--- src/rtl/lrupr_pkg.sv ---
// ----------------------------------------------------------------------------
// lrupr_pkg
// shared types and fixed field widths for the lru page replacement core
// ----------------------------------------------------------------------------
package lrupr_pkg;

   localparam int REQ_DATA_W  = 8;
   localparam int FRAME_IDX_W = 4;
   localparam int EV_PAGE_W   = 8;
   localparam int FAULT_W     = 16;
   localparam int RSP_FIELD_W = FRAME_IDX_W + 1 + EV_PAGE_W + FAULT_W;
   localparam int RSP_DATA_W  = ((RSP_FIELD_W + 7) / 8) * 8;
   localparam int RSP_PAD_W   = RSP_DATA_W - RSP_FIELD_W;

   localparam logic [FAULT_W-1:0] FAULT_MAX = {FAULT_W{1'b1}};

   typedef struct packed {
      logic capture;
      logic look;
      logic scan;
      logic write;
      logic load;
   } cmd_type;

   typedef struct packed {
      logic page_zero;
      logic hit;
      logic has_empty;
      logic scan_last;
   } status_type;

endpackage

--- src/rtl/lrupr_ctrl.sv ---
// ----------------------------------------------------------------------------
// lrupr_ctrl
// sequencer for lookup, victim scan, replacement and result handoff
// ----------------------------------------------------------------------------
module lrupr_ctrl (
   input  logic                   clock,
   input  logic                   reset,
   input  logic                   req_tvalid,
   output logic                   req_tready,
   output logic                   rsp_tvalid,
   input  logic                   rsp_tready,
   input  lrupr_pkg::status_type  status,
   output lrupr_pkg::cmd_type     cmd
);
   import lrupr_pkg::*;

   localparam logic [2:0] ST_IDLE  = 3'd0;
   localparam logic [2:0] ST_LOOK  = 3'd1;
   localparam logic [2:0] ST_SCAN  = 3'd2;
   localparam logic [2:0] ST_WRITE = 3'd3;
   localparam logic [2:0] ST_DONE  = 3'd4;

   logic [2:0] state_ff, state_in;
   logic       valid_ff, valid_in;
   logic       out_free;

   assign out_free   = !valid_ff || rsp_tready;
   assign req_tready = (state_ff == ST_IDLE);
   assign rsp_tvalid = valid_ff;

   always_comb begin
      state_in    = state_ff;
      valid_in    = valid_ff && !rsp_tready;
      cmd         = '0;
      unique case (state_ff)
         ST_IDLE: begin
            if (req_tvalid) begin
               cmd.capture = 1'b1;
               state_in    = ST_LOOK;
            end
         end
         ST_LOOK: begin
            cmd.look = 1'b1;
            if (status.page_zero || status.hit || status.has_empty) begin
               state_in = ST_DONE;
            end else begin
               state_in = ST_SCAN;
            end
         end
         ST_SCAN: begin
            cmd.scan = 1'b1;
            if (status.scan_last) begin
               state_in = ST_WRITE;
            end
         end
         ST_WRITE: begin
            cmd.write = 1'b1;
            state_in  = ST_DONE;
         end
         ST_DONE: begin
            if (out_free) begin
               cmd.load = 1'b1;
               valid_in = 1'b1;
               state_in = ST_IDLE;
            end
         end
         default: begin
            state_in = ST_IDLE;
         end
      endcase
   end

   always_ff @(posedge clock) begin
      if (reset) begin
         state_ff <= ST_IDLE;
         valid_ff <= 1'b0;
      end else begin
         state_ff <= state_in;
         valid_ff <= valid_in;
      end
   end

endmodule

--- src/rtl/lrupr_datapath.sv ---
// ----------------------------------------------------------------------------
// lrupr_datapath
// frame table, aging counters, victim scan and result registers
// ----------------------------------------------------------------------------
module lrupr_datapath #(
   parameter int FRAMES    = 4,
   parameter int PAGE_BITS = 8,
   parameter int AGE_BITS  = 8
) (
   input  logic                                clock,
   input  logic                                reset,
   input  lrupr_pkg::cmd_type                  cmd,
   output lrupr_pkg::status_type               status,
   input  logic [lrupr_pkg::REQ_DATA_W-1:0]    req_tdata,
   output logic [lrupr_pkg::RSP_DATA_W-1:0]    rsp_tdata,
   output logic                                rsp_tuser
);
   import lrupr_pkg::*;

   localparam int SLOT_BITS = $clog2(FRAMES);
   localparam logic [AGE_BITS-1:0] AGE_MAX = {AGE_BITS{1'b1}};

   logic [PAGE_BITS-1:0] pages_ff [FRAMES];
   logic [PAGE_BITS-1:0] pages_in [FRAMES];
   logic [AGE_BITS-1:0]  ages_ff  [FRAMES];
   logic [AGE_BITS-1:0]  ages_in  [FRAMES];
   logic [FAULT_W-1:0]   faults_ff, faults_in;

   logic [PAGE_BITS-1:0] page_ff, page_in;
   logic [SLOT_BITS-1:0] slot_ff, slot_in;
   logic [SLOT_BITS-1:0] cnt_ff, cnt_in;
   logic [AGE_BITS-1:0]  best_ff, best_in;
   logic                 hit_ff, hit_in;
   logic                 ev_ff, ev_in;
   logic [PAGE_BITS-1:0] ev_page_ff, ev_page_in;

   logic                   out_hit_ff;
   logic [FRAME_IDX_W-1:0] out_idx_ff;
   logic                   out_ev_ff;
   logic [EV_PAGE_W-1:0]   out_ev_page_ff;
   logic [FAULT_W-1:0]     out_fault_ff;

   logic [FRAMES-1:0]    match;
   logic [FRAMES-1:0]    empty;
   logic                 any_hit, any_empty, page_zero;
   logic [SLOT_BITS-1:0] hit_idx, empty_idx;
   logic                 hit_found, empty_found;

   // parallel compare and lowest-index select
   always_comb begin
      hit_idx     = '0;
      empty_idx   = '0;
      hit_found   = 1'b0;
      empty_found = 1'b0;
      for (int i = 0; i < FRAMES; i++) begin
         match[i] = (pages_ff[i] == page_ff);
         empty[i] = (pages_ff[i] == '0);
         if (match[i] && !hit_found) begin
            hit_found = 1'b1;
            hit_idx   = SLOT_BITS'(i);
         end
         if (empty[i] && !empty_found) begin
            empty_found = 1'b1;
            empty_idx   = SLOT_BITS'(i);
         end
      end
   end

   assign page_zero = (page_ff == '0);
   assign any_hit   = hit_found && !page_zero;
   assign any_empty = empty_found;

   assign status.page_zero = page_zero;
   assign status.hit       = any_hit;
   assign status.has_empty = any_empty;
   assign status.scan_last = (cnt_ff == SLOT_BITS'(FRAMES - 1));

   always_comb begin
      for (int i = 0; i < FRAMES; i++) begin
         pages_in[i] = pages_ff[i];
         ages_in[i]  = ages_ff[i];
      end
      faults_in  = faults_ff;
      page_in    = page_ff;
      slot_in    = slot_ff;
      cnt_in     = cnt_ff;
      best_in    = best_ff;
      hit_in     = hit_ff;
      ev_in      = ev_ff;
      ev_page_in = ev_page_ff;

      if (cmd.capture) begin
         page_in = PAGE_BITS'(req_tdata);
      end

      if (cmd.look) begin
         hit_in     = any_hit;
         ev_in      = 1'b0;
         ev_page_in = '0;
         cnt_in     = '0;
         best_in    = '0;
         slot_in    = '0;
         if (!page_zero) begin
            // occupied frames age, saturating
            for (int i = 0; i < FRAMES; i++) begin
               if (!empty[i] && ages_ff[i] != AGE_MAX) begin
                  ages_in[i] = ages_ff[i] + AGE_BITS'(1);
               end
            end
            if (any_hit) begin
               slot_in          = hit_idx;
               ages_in[hit_idx] = '0;
            end else begin
               if (faults_ff != FAULT_MAX) begin
                  faults_in = faults_ff + FAULT_W'(1);
               end
               if (any_empty) begin
                  slot_in            = empty_idx;
                  pages_in[empty_idx] = page_ff;
                  ages_in[empty_idx]  = '0;
               end
            end
         end
      end

      // one frame per cycle, ties go to the higher index
      if (cmd.scan) begin
         if (ages_ff[cnt_ff] >= best_ff) begin
            best_in = ages_ff[cnt_ff];
            slot_in = cnt_ff;
         end
         cnt_in = cnt_ff + SLOT_BITS'(1);
      end

      if (cmd.write) begin
         ev_in             = 1'b1;
         ev_page_in        = pages_ff[slot_ff];
         pages_in[slot_ff] = page_ff;
         ages_in[slot_ff]  = '0;
      end
   end

   always_ff @(posedge clock) begin
      if (reset) begin
         for (int i = 0; i < FRAMES; i++) begin
            pages_ff[i] <= '0;
            ages_ff[i]  <= '0;
         end
         faults_ff <= '0;
      end else begin
         for (int i = 0; i < FRAMES; i++) begin
            pages_ff[i] <= pages_in[i];
            ages_ff[i]  <= ages_in[i];
         end
         faults_ff <= faults_in;
      end
   end

   always_ff @(posedge clock) begin
      page_ff    <= page_in;
      slot_ff    <= slot_in;
      cnt_ff     <= cnt_in;
      best_ff    <= best_in;
      hit_ff     <= hit_in;
      ev_ff      <= ev_in;
      ev_page_ff <= ev_page_in;
      if (cmd.load) begin
         out_hit_ff     <= hit_ff;
         out_idx_ff     <= FRAME_IDX_W'(slot_ff);
         out_ev_ff      <= ev_ff;
         out_ev_page_ff <= EV_PAGE_W'(ev_page_ff);
         out_fault_ff   <= faults_ff;
      end
   end

   assign rsp_tuser = out_hit_ff;
   assign rsp_tdata = {{RSP_PAD_W{1'b0}}, out_fault_ff, out_ev_page_ff, out_ev_ff,
                       out_idx_ff};

endmodule

--- src/rtl/lru_page_replacement_core.sv ---
// ----------------------------------------------------------------------------
// lru_page_replacement_core
// lru page replacement with per-frame aging counters
// ----------------------------------------------------------------------------
// each request carries one page reference; each produces exactly one response
// that reports hit or fault, the frame that now holds the page, the evicted
// page if any and the saturating fault count.
// req_tready is high only while the sequencer is idle. a page zero request,
// a hit, or a fault that finds an empty frame goes from the look state to
// the done state, which loads the response register; a fault with all
// frames full adds a victim scan state (one frame per cycle over the age
// counters) and a replacement write state between the two. the next request
// is taken in the cycle after the response is loaded, so no new request is
// accepted while one is still in flight.
// the response register holds while rsp_tready is low; a finished request
// waits in the sequencer until the register is free, and new requests are
// accepted while an earlier response is still waiting.
// reset empties all frames, clears ages and the fault count, drops
// rsp_tvalid and leaves the block ready for a request.
// ----------------------------------------------------------------------------
module lru_page_replacement_core #(
   parameter int FRAMES    = 4,
   parameter int PAGE_BITS = 8,
   parameter int AGE_BITS  = 8
) (
   input  logic                                clock,
   input  logic                                reset,
   input  logic                                req_tvalid,
   output logic                                req_tready,
   // [7:0] page_number
   input  logic [lrupr_pkg::REQ_DATA_W-1:0]    req_tdata,
   output logic                                rsp_tvalid,
   input  logic                                rsp_tready,
   // [3:0] frame_index, [4] evicted, [12:5] evicted_page, [28:13] fault_count
   output logic [lrupr_pkg::RSP_DATA_W-1:0]    rsp_tdata,
   // [0] hit
   output logic                                rsp_tuser
);
   import lrupr_pkg::*;

   cmd_type    cmd;
   status_type status;

   lrupr_ctrl u_ctrl (
      .clock      (clock),
      .reset      (reset),
      .req_tvalid (req_tvalid),
      .req_tready (req_tready),
      .rsp_tvalid (rsp_tvalid),
      .rsp_tready (rsp_tready),
      .status     (status),
      .cmd        (cmd)
   );

   lrupr_datapath #(
      .FRAMES    (FRAMES),
      .PAGE_BITS (PAGE_BITS),
      .AGE_BITS  (AGE_BITS)
   ) u_datapath (
      .clock     (clock),
      .reset     (reset),
      .cmd       (cmd),
      .status    (status),
      .req_tdata (req_tdata),
      .rsp_tdata (rsp_tdata),
      .rsp_tuser (rsp_tuser)
   );

   a_busy_after_req: assert property (@(posedge clock) disable iff (reset)
      (req_tvalid && req_tready) |=> !req_tready)
      else $error("request accepted while a request is in flight");

   a_hit_no_evict: assert property (@(posedge clock) disable iff (reset)
      rsp_tvalid |-> !(rsp_tuser && rsp_tdata[4]))
      else $error("hit response reports an eviction");

   a_reset_quiet: assert property (@(posedge clock)
      reset |=> !rsp_tvalid)
      else $error("response valid right after reset");

   a_one_cmd: assert property (@(posedge clock) disable iff (reset)
      $onehot0({cmd.capture, cmd.look, cmd.scan, cmd.write, cmd.load}))
      else $error("more than one datapath command at once");

endmodule

--- config.mk ---
export PLATFORM = sky130hd
export DESIGN_NAME = lru_page_replacement_core
export DESIGN_NICKNAME = d
export VERILOG_FILES = /design/src/rtl/lrupr_pkg.sv /design/src/rtl/lrupr_ctrl.sv /design/src/rtl/lrupr_datapath.sv /design/src/rtl/lru_page_replacement_core.sv
export SDC_FILE = /design/constraint.sdc
export NUM_CORES = 1
export LEC_CHECK = 0
export BUFFER_PORTS_ARGS = -buffer_cell sky130_fd_sc_hd__buf_2
export CORE_UTILIZATION = 55
export CTS_BUF_LIST = sky130_fd_sc_hd__clkbuf_8
export DETAILED_ROUTE_END_ITERATION = 7
export PLACE_DENSITY_LB_ADDON = 0.3
export RECOVER_POWER = 50
export SKIP_CTS_REPAIR_TIMING = 1
export SYNTH_ARGS = -nofsm -noshare
export SYNTH_HDL_FRONTEND = slang
export SYNTH_SLANG_ARGS = --single-unit
--- constraint.sdc ---
create_clock -name clock -period 2.65 [get_ports clock]
set_input_delay 0.265 -clock clock [delete_from_list [all_inputs] [get_ports clock]]
set_output_delay 0.265 -clock clock [all_outputs]
set_load 0.02 [all_outputs]
# Word-level counts from Yosys, hierarchy flattened
# Memories as Yosys holds them, arrays and structs flattened. A register that Yosys moved wholly into a read port is not among the register bits.
# Cells that the tools add are included.
# classes
bitwise	19
mux	83
add_sub_neg	6
n_eq_ne	17
magnitude_cmp	7
reduce_logical	41
# ops
cell	count
$mux W32	10
$mux W8	28
$and A32 B32 Y32	3
$not A32 Y32	3
$bwmux W32	2
$demux W8 S2	3
$logic_not A8 Y1	5
$add A8 B1 Y8 const B	4
$eq A8 B8 Y1	4
$ne A8 B8 Y1 const B	4
$mux W2	13
$mux W1	22
$add A16 B1 Y16 const B	1
$ne A16 B16 Y1 const B	1
$logic_and A1 B1 Y1	15
$pmux W3 S5	1
$logic_not A1 Y1	13
$mux W3	4
$ge A3 B3 Y1 const B	3
$lt A3 B1 Y1 const B	3
$not A2 Y3	3
$ge A8 B8 Y1	1
$or A1 B1 Y1	8
$eq A3 B2 Y1 const B	2
12 further kinds	17
# totals
output_inout_bits	35
mem_bits_rw	64
mem_count	2
register_bits	78
elab_cells	190
inputBits	12
# mem_list
memory	words	width	rd	rd_clocked_by_memory_dff	wr	line	source
u_datapath.ages_ff	4	8	5	1	4	lrupr_datapath.sv:25	logic [AGE_BITS-1:0] ages_ff [FRAMES];
u_datapath.pages_ff	4	8	5	1	4	lrupr_datapath.sv:23	logic [PAGE_BITS-1:0] pages_ff [FRAMES];

# Longest topological paths before layout
# Gate-level depths: netlist (run 1).
# An unclocked memory read counts as a cell.
# depth
depth_word	26
ltp_mapped	12
mapped_depth_nobuf	10

# Hierarchy
# Synthesis (run 1) repeated with hierarchy kept, for this count alone.
# hier_totals
cells_unflattened	646
area_unflattened_um2	6800.3
# by_module_without_submodules
module	n_inst	cells_each	area_per_inst_um2	seq_area_each_um2
lrupr_datapath	1	623	6563.8	3273.1
lrupr_ctrl	1	23	236.5	80.1

# Worst setup path before layout (run 1)
# OpenSTA, ideal clock, no wires.
# synth_timing
kind	register to register
from	register (tool-made name)
to	register u_datapath.best_ff[1]
path_stages_with_launch	9
period_less_slack_ns	2.924
setup_ns	0.121
required_time_ns	2.529
path_buffers	2
setup_slack_ns	-0.274
t_arrival_ns	2.803
cell_sequence	dfxtp_1 -> clkbuf_1 -> mux4_2 -> ha_1 -> a21o_1 -> a211oi_1 -> a211o_1 -> clkbuf_1 -> mux2_2
# synth_lines
item	line	source
end signal: assignment	lrupr_datapath.sv:163	best_ff <= best_in;
end: declaration	lrupr_datapath.sv:32	logic [AGE_BITS-1:0] best_ff, best_in;

==> impl_metrics.env, run 1 <==
export IMPL_grt_pass1_wl_um=24900
export IMPL_period_share=0.978
export IMPL_required_ns=3.01
export IMPL_outcome="finished clean"
export IMPL_wl_per_cell_um=16.8
export IMPL_globalRouteTotalUtil=0.246
export IMPL_gr_usage_met1=0.318
export IMPL_yosysWarnings=0
export IMPL_drive_above_1_share=0.164
export IMPL_vdd_ir_drop_max_v=0.000471
export IMPL_cts_sinks=144
export IMPL_grt_max_degree=31
export IMPL_nets=776
export IMPL_maxSlewHeadroom=0.526
export IMPL_grt_util_met2=0.389
export IMPL_grt_antenna_before_repair=0
export IMPL_cap_violations=0
export IMPL_core_um2=12700
export IMPL_synth_edf_count=47
export IMPL_cp_start_kind="register"
export IMPL_dp_cells=881
export IMPL_synthFlopType="dfxtp_1"
export IMPL_powerDensity_nw_per_um2=616
export IMPL_routed_wl_um=15700
export IMPL_syn_mean_instance_area_um2=10.5
export IMPL_ys_ff_latch=144
export IMPL_cp_num_buf_inv=1
export IMPL_io_buffers=41
export IMPL_fmax_mhz=386
export IMPL_cts_max_level=4
export IMPL_final_cell_mix="nor2_1 (113), dfxtp_1 (97), xnor2_1 (48)"
export IMPL_cpLargestDelayFamily="multiplexers"
export IMPL_viasPerCell=5.72
export IMPL_rsz0062_at_grt="true"
export IMPL_die_w_um=116
export IMPL_cts_tree="done"
export IMPL_cpPeakStageDelay_ns=0.53
export IMPL_postRouteAntennaNets=0
export IMPL_skew_ns=0.0133
export IMPL_yosys_top_cells_area="dfxtp_1 (27%), edfxtp_1 (20%), nor2_1 (5.9%)"
export IMPL_dp_hpwl_um=11200
export IMPL_arrival_ns=2.95
export IMPL_hold_violations=0
export IMPL_final_setup_tns_ns=0
export IMPL_drtIter0Drc=541
export IMPL_min_path_type="in -> reg"
export IMPL_num_vias=5348
export IMPL_fin_crit_ns=2.59
export IMPL_area_delta_synth_final_pct=13.3
export IMPL_maxSlewViolCount=0
export IMPL_gp_congestion=0.923
export IMPL_crit_chain="buf_4 -> mux4_2 -> ha_1 -> a21o_1 -> a211oi_2 -> a211o_2 -> mux2_2"
export IMPL_cts_buffers=17
export IMPL_top_usage_layer="met2"
export IMPL_endpoint_kind="register"
export IMPL_pin_count=47
export IMPL_max_slew_worst_pin_slew_ns=0.711
export IMPL_die_h_um=116
export IMPL_synth_seq_area_share=0.468
export IMPL_holdWs_ns=0.145
export IMPL_rows=41
export IMPL_die_area_um2=13500
export IMPL_yosysTopAreaCellShare=0.271
export IMPL_cp_slowest_cell="mux4_2"
export IMPL_overflow=0
export IMPL_clk_pin_slew_ns=0.08
export IMPL_clock_root_buffer="clkbuf_8"
export IMPL_crit_fanout=6
export IMPL_instances_no_fill=935
export IMPL_insertion_delay_ns=0.46
export IMPL_dr_pass1_iters=5
export IMPL_clock_path_buffers=2
export IMPL_netlist_area_um2=7170
export IMPL_met3_usage=0.0571
export IMPL_diodes=0
export IMPL_synth_largest_area_cell="dfxtp_1"
export IMPL_async_flop_share=0
export IMPL_start_util=0.566
export IMPL_grt_pass1_vias=5030
export IMPL_drc=0
export IMPL_synth_distinct_cells=77
export IMPL_leakage_nw=2.97
export IMPL_syn_inst=680
export IMPL_setup_viol=0
export IMPL_final_common_cell="nor2_1"
export IMPL_critPathKind="reg -> reg"
## where the power goes
| group | switching [W] | total, W | leakage [nW] | internal, W |
|---|---|---|---|---|
| Sequential | 0.0000911 | 0.00244 | 1.23 | 0.00235 |
| Clock | 0.000849 | 0.00197 | 0.233 | 0.00112 |
| Combinational | 0.000350 | 0.000592 | 1.52 | 0.000243 |
| Total | 0.00129 | 0.00500 | 2.97 | 0.00371 |
## flip-flops by register name, summed over array words and instances, names as in the netlist, named ones only
name and flops:
u_datapath.ages_ff 32, u_datapath.pages_ff 32, u_datapath.faults_ff 16, u_datapath.out_fault_ff 16
u_datapath.best_ff 8, u_datapath.ev_page_ff 8, u_datapath.out_ev_page_ff 8, u_datapath.page_ff 8
u_ctrl.state_ff 3, u_datapath.cnt_ff 2, u_datapath.out_idx_ff 2, u_datapath.slot_ff 2
u_ctrl.rsp_tvalid 1, u_datapath.ev_ff 1, u_datapath.hit_ff 1, u_datapath.out_ev_ff 1
u_datapath.rsp_tuser 1
## through the flow
stage | worst slack, ns | cell area [um^2] | util | total power (W)
final | 0.0591 | 8120 | 0.641 | 0.00500
after global routing | -0.0777 | 8120 | 0.641 | 0.00519
after global placement | 0.0545 | 7500 | 0.592 | 0.00304
after CTS | -0.0261 | 7960 | 0.628 | 0.00500
after detailed placement | 0.0217 | 7500 | 0.592 | 0.00305
after floorplan | 0.0611 | 7180 | - | 0.00292
## cell usage after synthesis, drive strengths merged (3+ instances only)
cell / count
dfxtp: 97
nand4: 22
nor3: 17
or4: 8
mux2i: 34
and3: 12
a21oi: 22
nor4: 9
o21ai: 17
mux2: 10
xnor2: 48
ha: 14
nor2b: 3
clkbuf: 11
and2: 13
nand3: 23
inv: 16
mux4: 16
nand2b: 6
xor2: 16
nor2: 116
and4: 3
nand2: 39
buf: 22
edfxtp: 47
## worst paths after layout
kind / start / to / slack (ns) / depth (start not counted)
max: register / u_datapath.slot_ff[1] / 0.06 / 7
min: req_tvalid / u_ctrl.state_ff[0] / 0.14 / 3
max reg2reg: register / u_datapath.slot_ff[1] / 0.06 / 7
min reg2reg: u_datapath.ev_page_ff[4] / u_datapath.out_ev_page_ff[4] / 0.43 / 0
## worst register-to-register path: cells and delay by family (launching register included)
| kind | cells | cell delay [ns] |
|---|---|---|
| buffers and inverters | 1 | 0.16 |
| DFF | 1 | 0.33 |
| AOI/OAI and AO/OA | 3 | 0.81 |
| muxes | 2 | 0.87 |
| adders and majority gates | 1 | 0.32 |
## logic make-up (layout without fill, tap and decap cells)
family | after synthesis | count (layout) | synth area share
AOI/OAI and AO/OA | 67 | 68 | 0.0691
xor gates and xnor gates | 64 | 64 | 0.0782
adders and majority gates | 14 | 14 | 0.0244
buffers and inverters | 52 | 130 | 0.0466
DFF | 144 | 144 | 0.468
muxes | 60 | 60 | 0.114
other | 1 | 5 | 0.000523
and+or+nand+nor | 278 | 278 | 0.199
## cell type report
| cell class | count | area (um^2) |
|---|---|---|
| fill | 1030 | 4550 |
| multi-input combinational | 489 | 3540 |
| sequential | 144 | 3350 |
| timing repair buffer | 81 | 499 |
| clock buffer | 17 | 234 |
| clock inverter | 15 | 219 |
| tap | 172 | 215 |
| inverter | 17 | 65.1 |
## per-layer routing
metal | wire (um) | part of all wire | vias to the layer above
met2 | 7200 | 0.46 | 223
met4 | 544 | 0.035 | 0
met1 | 6860 | 0.44 | 2512
met5 | 0 | 0 | -
li1 | - | - | 2562
met3 | 1070 | 0.068 | 51
Note: power is estimated with default switching activity, not from simulation.
==> run 2: changes to the inputs <==
--- a/config.mk
+++ b/config.mk
@@ -6,6 +6,7 @@
 export NUM_CORES = 1
 export LEC_CHECK = 0
 export BUFFER_PORTS_ARGS = -buffer_cell sky130_fd_sc_hd__buf_2
+export CORE_ASPECT_RATIO = 0.8
 export CORE_UTILIZATION = 55
 export CTS_BUF_LIST = sky130_fd_sc_hd__clkbuf_8
 export DETAILED_ROUTE_END_ITERATION = 7
==> constraint.sdc (replaced) <==
create_clock -name clock -period 2.9 [get_ports clock]
set_input_delay 0.29 -clock clock [delete_from_list [all_inputs] [get_ports clock]]
set_output_delay 0.29 -clock clock [all_outputs]
set_load 0.02 [all_outputs]
==> run 2 against run 1 <==
Compared with the run above:
- final cell count fell by 2.1%
- hold slack improved by 0.014 ns
- worst setup slack improved by 0.16 ns
- critical endpoint is now u_datapath.best_ff[6]
- non-clock buffer count fell by 18
- first-iteration DRC count fell by 26%
- flip-flop and latch count did not move
- largest cell class unchanged
- via count fell by 2.0%
- final area fell by 3.4%
- clock-buffer cell count rose by 1
- global-route usage rose by 0.51 points
- power fell by 15%
- highest routed layer unchanged
==> impl_metrics.env, run 2 (synthesis results as in run 1) <==
export IMPL_outcome="finished clean"
export IMPL_p_int_w=0.00306
export IMPL_die_w_um=130
export IMPL_area_delta_synth_final_pct=9.44
export IMPL_max_slew_worst_pin_slew_ns=1.32
export IMPL_leakage_nw=2.81
export IMPL_seq_power_share=0.522
export IMPL_insertion_delay_ns=0.48
export IMPL_postRouteAntennaNets=0
export IMPL_crit_fanout=12
export IMPL_diodes=0
export IMPL_regToRegSetupSlack_ns=0.22
export IMPL_cts_max_level=4
export IMPL_start_util=0.576
export IMPL_period_share=0.923
export IMPL_clock_root_buffer="clkbuf_8"
export IMPL_min_from="rsp_tready"
export IMPL_wl_per_cell_um=17.2
export IMPL_die_h_um=104
export IMPL_die_area_um2=13500
export IMPL_worst_r2r_path_depth=7
export IMPL_pwr_share_comb=0.121
export IMPL_num_vias=5240
export IMPL_critPathKind="reg -> reg"
export IMPL_viasPerCell=5.73
export IMPL_skew_ns=0.0184
export IMPL_globalRouteTotalUtil=0.251
export IMPL_drive_above_1_share=0.138
export IMPL_cts_tree="done"
export IMPL_drtIter0Drc=401
export IMPL_vdd_ir_drop_max_v=0.000334
export IMPL_met3_length_um=1140
export IMPL_core_um2=12400
export IMPL_cp_start_kind="register"
export IMPL_routed_wl_um=15700
export IMPL_grt_pass1_vias=4975
export IMPL_overflow=0
export IMPL_cap_violations=0
export IMPL_setup_viol=0
export IMPL_cts_sinks=144
export IMPL_routed_top_layer="met4"
export IMPL_rows=36
export IMPL_grt_antenna_before_repair=0
export IMPL_powerDensity_nw_per_um2=545
export IMPL_utilization=0.631
export IMPL_min_path_cells=4
export IMPL_min_path_type="in -> reg"
export IMPL_r2r_end="u_datapath.best_ff[6]"
export IMPL_wl_met2_um=6920
export IMPL_io_buffers=41
export IMPL_wl_met1_um=7490
export IMPL_gp_congestion=0.868
export IMPL_required_ns=3.26
export IMPL_grt_max_degree=33
export IMPL_holdWs_ns=0.159
export IMPL_cts_buffers=17
export IMPL_nets=757
export IMPL_clock_path_buffers=2
export IMPL_maxSlewViolCount=0
export IMPL_dp_hpwl_um=11600
export IMPL_final_common_cell="nor2_1"
export IMPL_clockPowerShare=0.357
export IMPL_hold_violations=0
export IMPL_hold_end="u_ctrl.rsp_tvalid"
export IMPL_grt_pass1_wl_um=25600
export IMPL_fin_crit_ns=2.68
export IMPL_fmax_mhz=373
export IMPL_rsz0062_at_grt="false"
export IMPL_clk_pin_slew_ns=0.08
export IMPL_final_cell_mix="nor2_1 (113), dfxtp_1 (97), xnor2_1 (48)"
export IMPL_largest_registers="u_datapath.ages_ff x32, u_datapath.pages_ff x32"
export IMPL_maxSlewHeadroom=0.120
export IMPL_arrival_ns=3.04
export IMPL_pin_count=47
export IMPL_endpoint_kind="register"
export IMPL_p_sw_w=0.00121
export IMPL_dr_pass1_iters=5
export IMPL_switching_share=0.284
export IMPL_drc=0
export IMPL_final_setup_tns_ns=0
run 2: layout make-up:
| cell class | instances | area (um^2) |
|---|---|---|
| Timing Repair Buffer | 63 | 345 |
| Sequential cell | 144 | 3350 |
| Clock inverter | 14 | 133 |
| Multi-Input combinational cell | 488 | 3490 |
| Tap cell | 171 | 214 |
| Inverter | 17 | 65.1 |
| Fill cell | 1060 | 4590 |
| Clock buffer | 18 | 248 |
run 2: critical path, stage by stage, from the launching register on:
cell,delay [ns]
dfxtp_1,0.56
mux4_2,0.59
ha_1,0.28
o21ai_0,0.07
a21oi_1,0.17
o2111ai_1,0.13
a211o_2,0.47
mux2_2,0.31
run 2: routing by layer:
metal	vias to the layer above	global-route usage
met1	2484	0.355
met2	220	0.369
met5	-	0
li1	2518	-
met4	0	0.0855
met3	18	0.0674
run 2: power by group through the flow:
stage          Clock [W]  Sequential (W)  Combinational [W]
4_1_cts          0.00155         0.00223           0.000515
3_5_place_dp           0         0.00228           0.000512
3_3_place_gp           0         0.00227           0.000505
5_1_grt          0.00165         0.00224           0.000561
2_1_floorplan          0         0.00225           0.000419
6_report         0.00153         0.00223           0.000515
run 2: how the worst max path moves through the flow:
| stage | endpoint | slack [ns] | start |
|---|---|---|---|
| finish | u_datapath.best_ff[6] | 0.22 | register |
| global route | u_datapath.best_ff[6] | 0.06 | register |
| CTS | u_datapath.best_ff[6] | 0.06 | register |
| detailed placement | u_datapath.best_ff[6] | 0.07 | register |
| global placement | u_datapath.best_ff[6] | 0.19 | register |
| floorplan | u_datapath.best_ff[1] | 0.18 | register |
run 2: stage by stage:
stage	instance area, um^2	setup WS, ns	power (W)	instances
global route	7840	0.0585	0.00445	915
finish	7840	0.222	0.00427	915
CTS	7820	0.0563	0.00430	907
floorplan	7180	0.184	0.00266	684
global placement	7440	0.188	0.00278	875
detailed placement	7440	0.0746	0.00279	875
==> run 3: changes to the inputs <==
--- a/config.mk
+++ b/config.mk
@@ -6,6 +6,7 @@
 export NUM_CORES = 1
 export LEC_CHECK = 0
 export BUFFER_PORTS_ARGS = -buffer_cell sky130_fd_sc_hd__buf_2
+export CAP_MARGIN = 20
 export CORE_ASPECT_RATIO = 0.8
 export CORE_UTILIZATION = 55
 export CTS_BUF_LIST = sky130_fd_sc_hd__clkbuf_8
==> constraint.sdc (replaced) <==
create_clock -name clock -period 3 [get_ports clock]
set_input_delay 0.3 -clock clock [delete_from_list [all_inputs] [get_ports clock]]
set_output_delay 0.3 -clock clock [all_outputs]
set_load 0.02 [all_outputs]
==> run 3 against run 2 <==
Compared with the run above:
- critical path depth rose by 1
- flip-flop and latch count did not move
- clock power fell by 9%
- highest routed layer unchanged
==> impl_metrics.env, run 3 (synthesis results as in run 1) <==
export IMPL_nets=754
export IMPL_clock_root_buffer="clkbuf_8"
export IMPL_grt_antenna_before_repair=0
export IMPL_wl_per_cell_um=17.2
export IMPL_area_delta_synth_final_pct=8.75
export IMPL_clock_path_buffers=2
export IMPL_maxSlewViolCount=0
export IMPL_rsz0062_at_grt="false"
export IMPL_die_h_um=104
export IMPL_leakage_nw=2.79
export IMPL_drc=0
export IMPL_place_ws_ns=0.296
export IMPL_start_util=0.576
export IMPL_final_cell_mix="nor2_1 (113), dfxtp_1 (97), xnor2_1 (48)"
export IMPL_dp_hpwl_um=11400
export IMPL_gp_congestion=0.910
export IMPL_skew_ns=0.0135
export IMPL_min_path_type="in -> reg"
export IMPL_outcome="finished clean"
export IMPL_grt_max_degree=32
export IMPL_largest_registers="u_datapath.ages_ff x32, u_datapath.pages_ff x32"
export IMPL_core_um2=12400
export IMPL_setup_viol=0
export IMPL_clk_pin_slew_ns=0.08
export IMPL_min_path_cells=1
export IMPL_pin_count=47
export IMPL_cts_tree="done"
export IMPL_cts_buffers=17
export IMPL_routed_wl_um=15700
export IMPL_final_area_um2=7790
export IMPL_vdd_ir_drop_max_v=0.000402
export IMPL_maxSlewHeadroom=0.156
export IMPL_rows=36
export IMPL_num_vias=5264
export IMPL_grt_pass1_wl_um=25600
export IMPL_endpoint_kind="register"
export IMPL_globalRouteTotalUtil=0.249
export IMPL_grt_pass1_vias=5015
export IMPL_drtIter0Drc=567
export IMPL_overflow=0
export IMPL_power_w=0.00405
export IMPL_io_buffers=41
export IMPL_fin_crit_ns=2.74
export IMPL_cts_sinks=144
export IMPL_crit_fanout=12
export IMPL_insertion_delay_ns=0.47
export IMPL_fillerInstances=1056
export IMPL_hold_violations=0
export IMPL_worst_r2r_path_depth=8
export IMPL_drive_above_1_share=0.134
export IMPL_utilization=0.627
export IMPL_cp_slowest_cell="mux4_2"
export IMPL_fmax_mhz=366
export IMPL_cpPeakStageDelay_ns=0.51
export IMPL_die_w_um=130
export IMPL_dr_pass1_iters=7
export IMPL_placed_cell_area_um2=7420
export IMPL_viasPerCell=5.77
export IMPL_arrival_ns=3.09
export IMPL_cap_violations=0
export IMPL_final_setup_tns_ns=0
export IMPL_critPathKind="reg -> reg"
export IMPL_max_slew_worst_pin_slew_ns=1.27
export IMPL_crit_chain="buf_4 -> mux4_2 -> ha_1 -> o21ai_0 -> a21oi_1 -> o2111ai_1 -> a211o_1 -> mux2_2"
export IMPL_postRouteAntennaNets=0
export IMPL_powerDensity_nw_per_um2=519
export IMPL_die_area_um2=13500
export IMPL_cp_start_kind="register"
export IMPL_cts_max_level=4
export IMPL_required_ns=3.36
export IMPL_regToRegSetupSlack_ns=0.26
export IMPL_worst_slack_ns=0.265
export IMPL_diodes=0
export IMPL_final_common_cell="nor2_1"
export IMPL_period_share=0.912
==> run 3: worst paths after layout <==
path	to	startpoint
setup / recovery	u_datapath.best_ff[7]	register
hold / removal	u_datapath.page_ff[4]	req_tdata[4]
setup reg to reg	u_datapath.best_ff[7]	register
hold reg to reg	u_datapath.out_ev_page_ff[3]	u_datapath.ev_page_ff[3]
==> run 3: cell type report <==
type	count	area [um^2]	share of cell area
Clock buffer	17	234	0.0300
Clock inverter	15	123	0.0157
Inverter	17	65.1	0.00835
Multi-Input combinational cell	488	3490	0.447
Sequential cell	144	3350	0.430
Tap cell	171	214	0.0275
Timing Repair Buffer	60	318	0.0408
==> run 3: per-stage QoR <==
stage | cells | hold slack (ns)
floorplan | 684 | 0.399
detailed placement | 873 | 0.405
CTS | 905 | -0.0130
global route | 912 | 0.0000672
finish | 912 | 0.0287
global placement | 873 | 0.410
==> run 3: worst max-delay path, delay by kind of cell (launching register included) <==
family	cells	cell delay [ns]
AOI/OAI and AO/OA	4	0.85
adders and majority gates	1	0.28
buffers and inverters	1	0.20
DFF	1	0.44
muxes	2	0.86
==> run 3: per-layer routing <==
layer / vias to the layer above / wire length, um / part of all wire / GRT usage
met5: - / 0 / 0 / 0
met4: 0 / 208 / 0.013 / 0.0797
met3: 26 / 1410 / 0.090 / 0.0669
met2: 230 / 7010 / 0.45 / 0.380
met1: 2496 / 7070 / 0.45 / 0.343
li1: 2512 / - / - / -
==> run 3: power by group <==
part	internal (W)	total, W	switching [W]
Sequential	0.00207	0.00216	0.0000831
Combinational	0.000195	0.000501	0.000306
Clock	0.000645	0.00139	0.000745
Total	0.00291	0.00405	0.00113
